$ cat src/rtl/ror_pkg.sv
// Shared types and constants for the in-order completion reorder block.
// No dependencies; every other file of the block imports this package.
`timescale 1ns / 1ps

package ror_pkg;

    // Width of each saturating per-kind counter and its ceiling.
    localparam int CNT_BITS = 16;
    localparam logic [CNT_BITS-1:0] CNT_MAX = {CNT_BITS{1'b1}};

    // Number of counted kinds and the drain limit per item.
    localparam int KINDS       = 5;
    localparam int MAX_RESULTS = 16;
    localparam int NREL_BITS   = $clog2(MAX_RESULTS + 1);

    typedef enum logic [2:0] {
        KIND_NORMAL  = 3'd0,
        KIND_DISC    = 3'd1,
        KIND_DENIED  = 3'd2,
        KIND_CUE     = 3'd3,
        KIND_UNKNOWN = 3'd4
    } kind_t;

    typedef enum logic [1:0] {
        ERR_OK     = 2'd0,
        ERR_WINDOW = 2'd1,
        ERR_DUP    = 2'd2,
        ERR_KIND   = 2'd3
    } err_t;

    typedef enum logic {
        ST_IDLE  = 1'b0,
        ST_DRAIN = 1'b1
    } state_t;

    // Controls broadcast from the sequencer to every window cell.
    typedef struct packed {
        logic shift;  // take the contents of the upstream neighbor
        logic write;  // this cell is the target of the current completion
        logic keep;   // the completion carries a payload
    } ror_cell_ctrl_t;

endpackage

$ cat src/rtl/ror_cell.sv
// One slot of the reorder window: done mark, payload mark and payload.
// Depends on ror_pkg for the control struct.
`timescale 1ns / 1ps

module ror_cell #(
    parameter int PAYLOAD_BITS = 32
) (
    input  logic                     clk,
    input  logic                     rst_n,
    input  ror_pkg::ror_cell_ctrl_t  ctrl,
    input  logic [PAYLOAD_BITS-1:0]  wr_payload,
    input  logic                     up_done,
    input  logic                     up_hold,
    input  logic [PAYLOAD_BITS-1:0]  up_payload,
    output logic                     done,
    output logic                     hold,
    output logic [PAYLOAD_BITS-1:0]  payload
);
    import ror_pkg::*;

    logic                    done_reg;
    logic                    hold_reg;
    logic [PAYLOAD_BITS-1:0] payload_reg;

    always_ff @(posedge clk or negedge rst_n)
    begin
        if (!rst_n)
        begin
            done_reg <= 1'b0;
            hold_reg <= 1'b0;
        end
        else
        begin
            if (ctrl.write)
            begin
                done_reg <= 1'b1;
                hold_reg <= ctrl.keep;
            end
            else if (ctrl.shift)
            begin
                done_reg <= up_done;
                hold_reg <= up_hold;
            end
        end
    end

    always_ff @(posedge clk)
    begin
        if (ctrl.write && ctrl.keep)
        begin
            payload_reg <= wr_payload;
        end
        else if (ctrl.shift)
        begin
            payload_reg <= up_payload;
        end
    end

    assign done    = done_reg;
    assign hold    = hold_reg;
    assign payload = payload_reg;

endmodule

$ cat src/rtl/ror_stats.sv
// Bank of saturating counters, one per legal result kind.
// Depends on ror_pkg for kind codes and counter width.
`timescale 1ns / 1ps

module ror_stats (
    input  logic                                    clk,
    input  logic                                    rst_n,
    input  logic                                    inc,
    input  logic [2:0]                              kind,
    output logic [ror_pkg::KINDS-1:0][ror_pkg::CNT_BITS-1:0] counts
);
    import ror_pkg::*;

    logic [KINDS-1:0][CNT_BITS-1:0] count_reg;
    logic [KINDS-1:0][CNT_BITS-1:0] count_next;

    always_comb
    begin
        count_next = count_reg;
        for (int k = 0; k < KINDS; k++)
        begin
            if (inc && (kind == 3'(k)) && (count_reg[k] != CNT_MAX))
            begin
                count_next[k] = count_reg[k] + 1'b1;
            end
        end
    end

    always_ff @(posedge clk or negedge rst_n)
    begin
        if (!rst_n)
        begin
            count_reg <= '0;
        end
        else
        begin
            count_reg <= count_next;
        end
    end

    assign counts = count_reg;

endmodule

$ cat src/rtl/in_order_completion_reorder.sv
// Top level of the in-order completion reorder block.
// Depends on ror_pkg, ror_cell (window slots) and ror_stats (kind counters).
//
// Usage: completions enter on the input channel (in_valid / in_stall) with a
// sequence tag, a kind and a payload handle. Each accepted item is checked
// (illegal kind, then tag outside the window, then duplicate), marked in its
// window slot and counted. The block then drains: every cycle the window, a
// row of WINDOW cells, shifts down by one slot while the lowest slot is done
// and neither a stalled output nor the drain limit holds it. Slots without
// payload pass silently; payload slots yield result items on the output
// channel (out_valid / out_stall) in tag order, at most MAX_RESULTS per input,
// the final one marked by last. When nothing is released, one result with
// file_valid low is given. All results of an item carry the error code and
// the counters after that item's update.
// Timing: one item is worked on at a time. It is accepted, drains its slots
// (one shift of the cell row each) and then issues the final result. The
// first result shows only once the drain has issued it into the output register.
// The output register lets the next item be accepted while the final result
// still waits. A stalled receiver holds the result steady and halts the
// drain only when a further result must be issued. Reset empties the window,
// zeroes the counters and sets the expected tag to zero.
`timescale 1ns / 1ps

module in_order_completion_reorder #(
    parameter int WINDOW       = 16,
    parameter int PAYLOAD_BITS = 32,
    parameter int TAG_BITS     = 16
) (
    input  logic                         clk,
    input  logic                         rst_n,
    input  logic                         in_valid,
    output logic                         in_stall,
    input  logic [TAG_BITS-1:0]          task_tag,
    input  logic [2:0]                   file_kind,
    input  logic [PAYLOAD_BITS-1:0]      payload,
    output logic                         out_valid,
    input  logic                         out_stall,
    output logic                         file_valid,
    output logic [PAYLOAD_BITS-1:0]      released_payload,
    output logic                         last,
    output logic [ror_pkg::CNT_BITS-1:0] accepted_count,
    output logic [ror_pkg::CNT_BITS-1:0] rejected_count,
    output logic [ror_pkg::CNT_BITS-1:0] denied_count,
    output logic [ror_pkg::CNT_BITS-1:0] disc_track_count,
    output logic [ror_pkg::CNT_BITS-1:0] cue_sheet_count,
    output logic [1:0]                   error_code
);
    import ror_pkg::*;

    // Width wide enough to compare a tag distance against any window size.
    localparam int CMP_BITS = 33;

    state_t state_reg;
    state_t state_next;

    logic [TAG_BITS-1:0]     next_expected_reg;
    err_t                    err_reg;
    logic                    pend_valid_reg;
    logic [PAYLOAD_BITS-1:0] pend_payload_reg;
    logic [NREL_BITS-1:0]    nrel_reg;

    logic                           out_valid_reg;
    logic                           file_valid_reg;
    logic [PAYLOAD_BITS-1:0]        released_payload_reg;
    logic                           last_reg;
    logic [KINDS-1:0][CNT_BITS-1:0] counts_reg;
    err_t                           error_code_reg;

    logic [KINDS-1:0][CNT_BITS-1:0] counts;

    logic                    accept;
    logic [TAG_BITS-1:0]     tag_offset;
    logic                    in_window;
    logic [WINDOW-1:0]       hit;
    logic                    dup;
    err_t                    err_in;
    logic                    write_ok;
    logic                    out_free;

    logic                    shift_en;
    logic                    load_pend;
    logic                    emit;
    logic                    emit_last;

    logic                    done_w    [WINDOW];
    logic                    hold_w    [WINDOW];
    logic [PAYLOAD_BITS-1:0] payload_w [WINDOW];

    // ------------------------------------------------------------------
    // Input checks. The distance from the expected tag selects the slot;
    // every cell compares it against its own position.
    // ------------------------------------------------------------------
    assign in_stall   = (state_reg != ST_IDLE);
    assign accept     = in_valid && !in_stall;
    assign tag_offset = task_tag - next_expected_reg;
    assign in_window  = (CMP_BITS'(tag_offset) < CMP_BITS'(WINDOW));

    always_comb
    begin
        for (int i = 0; i < WINDOW; i++)
        begin
            hit[i] = (CMP_BITS'(tag_offset) == CMP_BITS'(i));
        end
    end

    always_comb
    begin
        dup = 1'b0;
        for (int i = 0; i < WINDOW; i++)
        begin
            dup = dup | (hit[i] & done_w[i]);
        end
    end

    always_comb
    begin
        priority if (file_kind > KIND_UNKNOWN)
        begin
            err_in = ERR_KIND;
        end
        else if (!in_window)
        begin
            err_in = ERR_WINDOW;
        end
        else if (dup)
        begin
            err_in = ERR_DUP;
        end
        else
        begin
            err_in = ERR_OK;
        end
    end

    assign write_ok = accept && (err_in == ERR_OK);

    // ------------------------------------------------------------------
    // Window: a row of cells, cell 0 holds the expected tag. A shift moves
    // every cell's contents one place toward cell 0; the top cell empties.
    // ------------------------------------------------------------------
    for (genvar g = 0; g < WINDOW; g++)
    begin : g_cell
        ror_cell_ctrl_t          ctrl;
        logic                    up_done;
        logic                    up_hold;
        logic [PAYLOAD_BITS-1:0] up_payload;

        assign ctrl.shift = shift_en;
        assign ctrl.write = write_ok && hit[g];
        assign ctrl.keep  = (file_kind == KIND_NORMAL);

        if (g == WINDOW - 1)
        begin : g_top
            assign up_done    = 1'b0;
            assign up_hold    = 1'b0;
            assign up_payload = '0;
        end
        else
        begin : g_mid
            assign up_done    = done_w[g+1];
            assign up_hold    = hold_w[g+1];
            assign up_payload = payload_w[g+1];
        end

        ror_cell #(
            .PAYLOAD_BITS(PAYLOAD_BITS)
        ) u_cell (
            .clk       (clk),
            .rst_n     (rst_n),
            .ctrl      (ctrl),
            .wr_payload(payload),
            .up_done   (up_done),
            .up_hold   (up_hold),
            .up_payload(up_payload),
            .done      (done_w[g]),
            .hold      (hold_w[g]),
            .payload   (payload_w[g])
        );
    end

    ror_stats u_stats (
        .clk   (clk),
        .rst_n (rst_n),
        .inc   (write_ok),
        .kind  (file_kind),
        .counts(counts)
    );

    // ------------------------------------------------------------------
    // Drain sequencer. A released payload is held back in the pending
    // register, so that the result issued from it knows whether
    // another one follows and can mark last correctly.
    // ------------------------------------------------------------------
    assign out_free = !out_valid_reg || !out_stall;

    always_comb
    begin
        shift_en  = 1'b0;
        load_pend = 1'b0;
        emit      = 1'b0;
        emit_last = 1'b0;
        unique case (state_reg)
            ST_IDLE:
            begin
            end
            ST_DRAIN:
            begin
                priority if (done_w[0] && !hold_w[0])
                begin
                    shift_en = 1'b1;
                end
                else if (done_w[0] && (nrel_reg < NREL_BITS'(MAX_RESULTS)))
                begin
                    if (!pend_valid_reg)
                    begin
                        load_pend = 1'b1;
                        shift_en  = 1'b1;
                    end
                    else if (out_free)
                    begin
                        emit      = 1'b1;
                        load_pend = 1'b1;
                        shift_en  = 1'b1;
                    end
                end
                else
                begin
                    // Gap reached or drain limit hit: issue the final result.
                    if (out_free)
                    begin
                        emit      = 1'b1;
                        emit_last = 1'b1;
                    end
                end
            end
            default:
            begin
            end
        endcase
    end

    always_comb
    begin
        state_next = state_reg;
        unique case (state_reg)
            ST_IDLE:
            begin
                if (accept)
                begin
                    state_next = ST_DRAIN;
                end
            end
            ST_DRAIN:
            begin
                if (emit_last)
                begin
                    state_next = ST_IDLE;
                end
            end
            default:
            begin
                state_next = ST_IDLE;
            end
        endcase
    end

    always_ff @(posedge clk or negedge rst_n)
    begin
        if (!rst_n)
        begin
            state_reg         <= ST_IDLE;
            next_expected_reg <= '0;
            err_reg           <= ERR_OK;
            pend_valid_reg    <= 1'b0;
            nrel_reg          <= '0;
            out_valid_reg     <= 1'b0;
        end
        else
        begin
            state_reg <= state_next;
            if (accept)
            begin
                err_reg        <= err_in;
                pend_valid_reg <= 1'b0;
                nrel_reg       <= '0;
            end
            else if (load_pend)
            begin
                pend_valid_reg <= 1'b1;
                nrel_reg       <= nrel_reg + 1'b1;
            end
            else if (emit_last)
            begin
                pend_valid_reg <= 1'b0;
            end
            if (shift_en)
            begin
                next_expected_reg <= next_expected_reg + 1'b1;
            end
            if (emit)
            begin
                out_valid_reg <= 1'b1;
            end
            else if (!out_stall)
            begin
                out_valid_reg <= 1'b0;
            end
        end
    end

    always_ff @(posedge clk)
    begin
        if (load_pend)
        begin
            pend_payload_reg <= payload_w[0];
        end
        if (emit)
        begin
            file_valid_reg       <= pend_valid_reg;
            released_payload_reg <= pend_valid_reg ? pend_payload_reg : '0;
            last_reg             <= emit_last;
            counts_reg           <= counts;
            error_code_reg       <= err_reg;
        end
    end

    assign out_valid        = out_valid_reg;
    assign file_valid       = file_valid_reg;
    assign released_payload = released_payload_reg;
    assign last             = last_reg;
    assign accepted_count   = counts_reg[KIND_NORMAL];
    assign rejected_count   = counts_reg[KIND_UNKNOWN];
    assign denied_count     = counts_reg[KIND_DENIED];
    assign disc_track_count = counts_reg[KIND_DISC];
    assign cue_sheet_count  = counts_reg[KIND_CUE];
    assign error_code       = error_code_reg;

endmodule

$ cat config.mk
export PLATFORM = sky130hd
export DESIGN_NAME = in_order_completion_reorder
export DESIGN_NICKNAME = d
export VERILOG_FILES = /design/src/rtl/ror_pkg.sv /design/src/rtl/ror_cell.sv /design/src/rtl/ror_stats.sv /design/src/rtl/in_order_completion_reorder.sv
export SDC_FILE = /design/constraint.sdc
export NUM_CORES = 1
export LEC_CHECK = 0
export ABC_AREA = 1
export BUFFER_PORTS_ARGS = -buffer_cell sky130_fd_sc_hd__buf_2
export CAP_MARGIN = 20
export CORE_MARGIN = 2
export CORE_UTILIZATION = 40
export DETAILED_ROUTE_END_ITERATION = 7
export GPL_ROUTABILITY_DRIVEN = 1
export PLACE_DENSITY = 0.57
export SYNTH_ARGS = -nofsm -noshare
export SYNTH_HDL_FRONTEND = slang
export SYNTH_SLANG_ARGS = --single-unit
$ cat constraint.sdc
create_clock -name clk -period 7.4 [get_ports clk]
set_clock_uncertainty 0.15 [all_clocks]
set_input_delay 1.11 -clock clk [delete_from_list [all_inputs] [get_ports clk]]
set_output_delay 1.11 -clock clk [all_outputs]
set_load 0.02 [all_outputs]
Yosys cells after proc, flatten, opt, wreduce, memory -nomap -nowiden:

Cells that the tools add are included.

* register bits: 798
* input port bits: 55
* output and inout bits: 118
* word-level logic and storage cells: 347

* add/sub/neg operators: 8
* $lt $le $gt $ge: 3
* equal/unequal tests: 25
* muxes and demuxes: 122
* bitwise gates (word level): 32
* reductions and logical operators: 88

Operators with widths (number)
* $mux W32: 32
* $eq A16 B4 Y1 const B: 8
* $add A16 B1 Y16 const B: 6
* $mux W1: 84
* $ne A16 B16 Y1 const B: 5
* $reduce_bool A2 Y1: 33
* $eq A16 B3 Y1 const B: 4
* $logic_and A1 B1 Y1: 46
* $eq A16 B2 Y1 const B: 2
* $and A1 B1 Y1: 16
* $eq A16 B1 Y1 const B: 1
* $logic_not A16 Y1: 1
* $lt A16 B5 Y1 const B: 1
* $sub A16 B16 Y16: 1
* $or A1 B1 Y1: 15
* $mux W5: 2
* $eq A3 B2 Y1 const B: 2
* $mux W2: 3
* $add A5 B1 Y5 const B: 1
* $lt A5 B5 Y1 const B: 1
* $logic_not A1 Y1: 4
* $eq A3 B1 Y1 const B: 1
* $eq A3 B3 Y1 const B: 1
* $gt A3 B3 Y1 const B: 1
* other kinds (7): 7

Depth between registers and ports, before layout:

Gate-level depths: netlist (run 1).

* depth after elaboration: 26
* mapped depth: 25
* gate-level depth less buffers: 23

Hierarchy:

Synthesis (run 1) repeated with hierarchy kept, for this count alone.

* cell total of the unflattened synthesis: 3851
* area total of the unflattened synthesis: 38471.9 sq um

Modules (own cells, without submodules)
* ror_cell: times used 16, cells each 152, area each 1622.8 sq um, seq. area each 1011.0 sq um
* in_order_completion_reorder: times used 1, cells each 664, area each 7432.1 sq um, seq. area each 5094.9 sq um
* ror_stats: times used 1, cells each 755, area each 5074.9 sq um, seq. area each 2001.9 sq um

Least setup slack after synthesis (run 1):

OpenSTA, ideal clock, no wires.

* path kind: input to register
* start: input out_stall
* end: register counts_reg (netlist bit accepted_count[0]) (enable)
* setup time: 0.592 ns
* arrival: 6.063 ns
* required time: 6.658 ns
* path slack: 0.595 ns
* stages: 3
* buffers on the path: 0
* cell sequence: nand2_1 > inv_1 > nor2_1

* cells in the longest elaborated chain, start to end: 7

RTL lines
* from (decl): RTL line in_order_completion_reorder.sv:37 `input logic out_stall,`
* $logic_not A1 Y1 (*)
* $logic_or A1 B1 Y1 (*): RTL line in_order_completion_reorder.sv:194 `assign out_free = !out_valid_reg || !out_stall;`
* $mux W1 (*): RTL line in_order_completion_reorder.sv:219, in_order_completion_reorder.sv:229
* $mux W1: RTL line in_order_completion_reorder.sv:214 `if (!pend_valid_reg)`
* $mux W1 (*): RTL line in_order_completion_reorder.sv:212 `else if (done_w[0] && (nrel_reg < NREL_BITS'(MAX_RESULTS)))`
* $mux W1 (*): RTL line in_order_completion_reorder.sv:208 `priority if (done_w[0] && !hold_w[0])`
* $mux W1 (*): RTL line in_order_completion_reorder.sv:202 `unique case (state_reg)`
* via emit: RTL line in_order_completion_reorder.sv:82 `logic emit;`
* to (signal assigned): RTL line in_order_completion_reorder.sv:322 `counts_reg <= counts;`
* to (decl): RTL line in_order_completion_reorder.sv:66 `logic [KINDS-1:0][CNT_BITS-1:0] counts_reg;`

The timed path passes the listed nets; every way through them passes the cells marked *.
A chain may end at the register's enable or synchronous reset.

Final worst setup path (run 1):

* start: input task_tag[0]
* end: register g_cell[0].u_cell.payload_reg[22] (enable)

* cells in the longest elaborated chain, start to end: 26
* elaborated cells between the ends (all ways): 57
* those cells by class: add/sub: 1; order compare: 1; eq/ne: 15; mux: 3; bitwise: 31; reduce/logical: 6

RTL lines
* from (decl): RTL line in_order_completion_reorder.sv:33 `input logic [TAG_BITS-1:0] task_tag,`
* $sub A16 B16 Y16 (*): RTL line in_order_completion_reorder.sv:95 `assign tag_offset = task_tag - next_expected_reg;`
* $eq A16 B1 Y1 / $logic_not A16 Y1 (equally long branches): RTL line in_order_completion_reorder.sv:102 `hit[i] = (CMP_BITS'(tag_offset) == CMP_BITS'(i));`
* $and A1 B1 Y1: RTL line in_order_completion_reorder.sv:111 `dup = dup | (hit[i] & done_w[i]);`
* $or A1 B1 Y1 (15 in a row): RTL line in_order_completion_reorder.sv:111
* $mux W2: RTL line in_order_completion_reorder.sv:125 `else if (dup)`
* $mux W2: RTL line in_order_completion_reorder.sv:121 `else if (!in_window)`
* $mux W2: RTL line in_order_completion_reorder.sv:117 `priority if (file_kind > KIND_UNKNOWN)`
* $logic_not A2 Y1: RTL line in_order_completion_reorder.sv:135 `assign write_ok = accept && (err_in == ERR_OK);`
* $logic_and A1 B1 Y1: RTL line in_order_completion_reorder.sv:135
* $logic_and A1 B1 Y1 (*): RTL line in_order_completion_reorder.sv:149 `assign ctrl.write = write_ok && hit[g];`
* $logic_and A1 B1 Y1 (*): RTL line ror_cell.sv:49 `if (ctrl.write && ctrl.keep)`
* $reduce_bool A2 Y1 (no line) (*)
* to (signal assigned): RTL line ror_cell.sv:51 `payload_reg <= wr_payload;`
* to (signal assigned): RTL line ror_cell.sv:55 `payload_reg <= up_payload;`
* to (decl): RTL line ror_cell.sv:23 `logic [PAYLOAD_BITS-1:0] payload_reg;`

Mark *: on every way between the ends. The rest lies on a longest branch, timed or not.

==> results.yml, run 1 <==
global_route:
  grt_pass1_wl_um: 94600
  grt_pass1_vias: 18100
  grt_max_degree: 72
  grt_antenna_before_repair: 0
  overflow: 0
  gr-usage-all-layers_pct: 13.5
worst_setup_path:
  crit_end: "g_cell[0].u_cell.payload[22]"
  startpoint_type: "input pin"
  cp_slowest_cell: "nor4_1"
  path_depth: 16
  ff2ff_path_depth: 14
  crit_type: "input pin to flip-flop"
  reg2reg_to: "g_cell[0].u_cell.payload[22]"
  reg2reg_slack_ps: 2630
  critPathTopFamily: "simple AND/OR/NAND/NOR gates"
  path_buf_inv: 5
  cpPeakStageDelay_ps: 890
  crit_start: "task_tag[0]"
  r2r_start: "next_expected_reg[0]"
  cp_max_fo: 66
  end_kind: "flip-flop"
  worstPathCellList: "buf_2, inv_1, ha_1, inv_1, fa_1, nand3_1, nand2_2, nand2_1, nand2_1, nand3b_1, nor2_1, inv_1, nor4_1, nand2_2, nand2_1, buf_4"
  required_ps: 7520
  cp.arrival_ps: 5100
sta:
  rsz0062_at_grt: "no"
  max_freq_ghz: 0.201
  slew_violations: 0
  setup_viol: 0
  worst_pin_slew_ps: 1030
  relSlewSlack_pct: 31.0
  tns_ps: 0
  timing.final.crit_share_pct: 67.2
  hold_slack_ps: 266
  finalHoldViolations: 0
  fin_crit_ps: 4980
route:
  ant_nets: 0
  first_pass_iters: 5
  wirelength_um: 57300
  route.detailed.drc: 0
  num_vias: 19800
  drtIter0Drc: 933
  wl_per_cell_um: 13.4
  avgViaCountPerCell: 4.62
run:
  drv_cap: 0
run_status:
  run_status: "finished clean"
pwr:
  p_leak_nw: 15.6
  peakVddDrop_uv: 153
  p_per_area_nw_per_um2: 254
clocking:
  cts.sink_count: 798
  cts_buffer_depth: 3
  cts_buffers: 82
  post-cts-setup-buffers: 0
  cts_tree: "done"
  clock_latency_ps: 620
  hold_buffers: 0
  clkTransAtPathRegs_ps: 50
  cts_resized: 0
  ctsRootBufferMaster: "clkbuf_16"
  htreeDepth: 3
cells_and_area:
  seq_area_um2: 23300
  final_cell_area_um2: 37700
  synthToLayoutAreaGrowth_pct: 12.6
  multi_input_area_um2: 8460
  nets: 3212
  layout_common_cells: "nand2_1, edfxtp_1, o21ai_0, inv_1, buf_2"
  fillers: 7517
  largest_reg_flops: 512
  diodes: 0
  final_common_cell: "nand2_1"
  drive_above_1_share_pct: 11.0
placed_design:
  post_dp_cell_area_um2: 35100
  dp_hpwl_um: 40000
  gp_congestion: 0.818
  placement.io_buffers: 172
synth:
  syn_area_per_cell_um2: 11.1
  syn_nets: 3082
  syn_inst: 3003
  synth-main-ff-cell: "edfxtp_1"
  ys_ff_latch: 798
  async_flop_share_pct: 17.3
  yosys_warnings: 0
  seq_area_frac_synth_pct: 69.6
  synthDistinctLibCells: 45
  synth-edff-count: 660
  netlist_area_um2: 33400
die:
  rows: 106
  pin_count: 173
  initial_core_util_pct: 40.2
  die_area_um2: 85900
  die_x_um: 293
  design.core.area_um2: 83200
  die_y_um: 293
hold_path:
  hold_class: "flip-flop to flip-flop"
kinds of logic (layout without fill, tap and decap cells):
| family | after synthesis | after routing | synth area share [%] |
|---|---|---|---|
| AOI/OAI and AO/OA | 551 | 551 | 8.42 |
| xor gates and xnor gates | 67 | 67 | 1.78 |
| adders and majority gates | 24 | 24 | 0.920 |
| buffers and inverters | 413 | 606 | 5.23 |
| DFF | 798 | 798 | 69.6 |
| muxes | 2 | 2 | 0.0673 |
| and+or+nand+nor | 1148 | 1148 | 14.0 |
through the flow:
step	power, mW	instances	util, %	setup WS, ps
global route	9.95	4276	45.3	2040
finish	9.58	4276	45.3	2420
detailed placement	5.85	4129	42.3	1780
global placement	5.85	4129	42.3	1850
floorplan	5.60	3003	-	595
CTS	9.72	4276	45.3	2430
cell type report:
cell class	instances	area share [%]
Timing Repair Buffer	202	2.90
Clock inverter	36	0.658
Clock buffer	111	6.02
Sequential cell	798	61.8
Multi-Input combinational cell	1792	22.5
Tap cell	1080	3.59
Inverter	257	2.56
cells in the mapped netlist, types with 30 or more instances:
library cell	number	area, um2
nand2_1	806	3030
edfxtp_1	660	19800
o21ai_0	487	2440
inv_1	253	950
nor2_1	160	601
dfrtp_1	138	3450
clkbuf_1	83	312
nand3_1	75	375
buf_2	52	260
xor2_1	43	377
nand4_1	42	263
o21ai_1	33	165
nor3_1	30	150
per-layer routing:
| metal | GRT usage (%) | routed length, um | share of wire [%] | vias to the layer above |
|---|---|---|---|---|
| li1 | - | - | - | 10500 |
| met1 | 18.0 | 27200 | 47 | 8974 |
| met2 | 22.5 | 26800 | 47 | 257 |
| met3 | 2.53 | 2040 | 3.6 | 85 |
| met4 | 4.24 | 1340 | 2.3 | 0 |
| met5 | 0 | 0 | 0 | - |
report_power, final:
group | internal (mW) | total, mW | leakage, nW | switching (mW)
Clock | 2.19 | 3.84 | 1.22 | 1.65
Sequential | 5.04 | 5.08 | 7.30 | 0.0433
Combinational | 0.146 | 0.658 | 7.11 | 0.512
Total | 7.37 | 9.58 | 15.6 | 2.21
worst min-delay path by stage:
stage,startpoint,to,slack (ps),cells after the start
CTS,g_cell[0].u_cell.payload[4],pend_payload_reg[4],270,0
finish,g_cell[0].u_cell.payload[15],pend_payload_reg[15],270,0
detailed placement,g_cell[0].u_cell.payload[10],pend_payload_reg[10],250,0
floorplan,g_cell[0].u_cell.payload[0],pend_payload_reg[0],250,0
global route,g_cell[0].u_cell.payload[10],pend_payload_reg[10],270,0
global placement,g_cell[0].u_cell.payload[0],pend_payload_reg[0],250,0
No activity file was read; power rests on OpenSTA's default activity.
==> run 2, diff against run 1 <==
==> constraint.sdc (replaced) <==
create_clock -name clk -period 4.89 [get_ports clk]
set_clock_uncertainty 0.15 [all_clocks]
set_input_delay 0.7335 -clock clk [delete_from_list [all_inputs] [get_ports clk]]
set_output_delay 0.7335 -clock clk [all_outputs]
set_load 0.02 [all_outputs]
==> run 2 against run 1 <==
Power is 53% higher. Die area did not move. Critical path depth up 3. First-iteration DRC count increased by 7.1%. Largest cell class unchanged.
==> results.yml, run 2 (same netlist as run 1, synthesis figures left out) <==
die:
  die_y_um: 293
  initial_core_util_pct: 40.2
  die_x_um: 293
  design.core.area_um2: 83200
  die_area_um2: 85900
  pin_count: 173
  rows: 106
worst_setup_path:
  critPathTopFamily: "simple AND/OR/NAND/NOR gates"
  startpoint_type: "flip-flop"
  crit_start: "next_expected_reg[0]"
  r2r_start: "next_expected_reg[0]"
  crit_type: "flip-flop to flip-flop"
  cp_max_fo: 27
  cp.arrival_ps: 4320
  end_kind: "flip-flop"
  cpPeakStageDelay_ps: 440
  required_ps: 5050
  path_buf_inv: 3
  worstPathCellList: "ha_1, inv_1, fa_1, xor2_2, inv_2, nand2_2, nor2_1, nand2_1, nand2_1, nor2_1, nand2_1, nand3_1, nand3_1, nor2_4, nand2_2, nor2_8, nand2_2, nand2_1, buf_12"
  crit_top_cell: "nand2_1"
  cp_slowest_cell: "fa_1"
cells_and_area:
  layout_common_cells: "nand2_1, edfxtp_1, o21ai_0, inv_1, buf_2"
  diodes: 0
  final_cells: 4287
  final_common_cell: "nand2_1"
  nets: 3225
  final_cell_area_um2: 37900
  finish.utilization_pct: 45.6
  drive_above_1_share_pct: 11.2
  largest_reg_flops: 512
  synthToLayoutAreaGrowth_pct: 13.3
clocking:
  cts_tree: "done"
  cts.sink_count: 798
  cts_buffers: 80
  cts_buffer_depth: 3
  ctsRootBufferMaster: "clkbuf_16"
  htreeDepth: 3
  clock_latency_ps: 610
  clkTransAtPathRegs_ps: 60
global_route:
  overflow: 0
  grt_pass1_vias: 18400
  gr-usage-all-layers_pct: 13.0
  grt_antenna_before_repair: 0
  grt_max_degree: 68
  grt_pass1_wl_um: 92300
sta:
  setup_viol: 0
  setup_ws_ps: 727
  relSlewSlack_pct: 33.5
  slew_violations: 0
  tns_ps: 0
  timing.final.crit_share_pct: 85.1
  max_freq_ghz: 0.240
  rsz0062_at_grt: "no"
  hold_slack_ps: 228
  finalHoldViolations: 0
  fin_crit_ps: 4160
  worst_pin_slew_ps: 997
placed_design:
  dp_hpwl_um: 39100
  placement.io_buffers: 172
  post_dp_cell_area_um2: 35300
  place_ws_ps: 262
  gp_congestion: 0.818
  placed_cells: 4143
pwr:
  p_per_area_nw_per_um2: 386
  peakVddDrop_uv: 260
  power_mw: 14.6
  p_leak_nw: 15.8
route:
  wl_per_cell_um: 12.8
  drtIter0Drc: 999
  avgViaCountPerCell: 4.64
  first_pass_iters: 6
  num_vias: 19900
  ant_nets: 0
  route.detailed.drc: 0
  wirelength_um: 54900
hold_path:
  hold_class: "input pin to flip-flop"
  hp-start: "in_valid"
run:
  drv_cap: 0
run_status:
  run_status: "finished clean"
run 2: what timing repair did:
action,4_1_cts,5_1_grt
hold buffers,1,0
buffers inserted,0,0
hold endpoints to repair,28,0
resized for setup,0,0
run 2: worst paths after layout:
kind / endpoint / slack (ps) / cells past startpoint
max: g_cell[14].u_cell.payload[5] / 730 / 19
max reg2reg: g_cell[14].u_cell.payload[5] / 730 / 19
max in group asynchronous: u_stats.counts[54] / 2990 / 3
min: in_stall / 230 / 3
min reg2reg: pend_payload_reg[1] / 270 / 0
min in group asynchronous: next_expected_reg[12] / 550 / 2
run 2: routing by layer:
layer  global-route usage (%)  part of all wire [%]  up-vias
met3                     2.59                   4.3       89
li1                         -                     -    10500
met4                     3.90                   2.1        0
met1                     17.3                    46     9018
met2                     21.7                    47      272
met5                        0                     0        -
run 2: tightest hold or removal path, stage by stage:
cell and delay [ps]:
buf_2 100, inv_1 60, a21oi_1 60
run 2: power breakdown:
group,internal [mW],switching (mW)
logic,0.234,0.767
registers,7.62,0.0638
clock network,3.50,2.45
run 2: area by class of cell:
type / count / area, um2
Clock buffer: 110 / 2230
Clock inverter: 33 / 327
Fill cell: 7372 / 45300
Inverter: 257 / 965
Multi-Input combinational cell: 1792 / 8460
Sequential cell: 798 / 23300
Tap cell: 1080 / 1350
Timing Repair Buffer: 217 / 1280
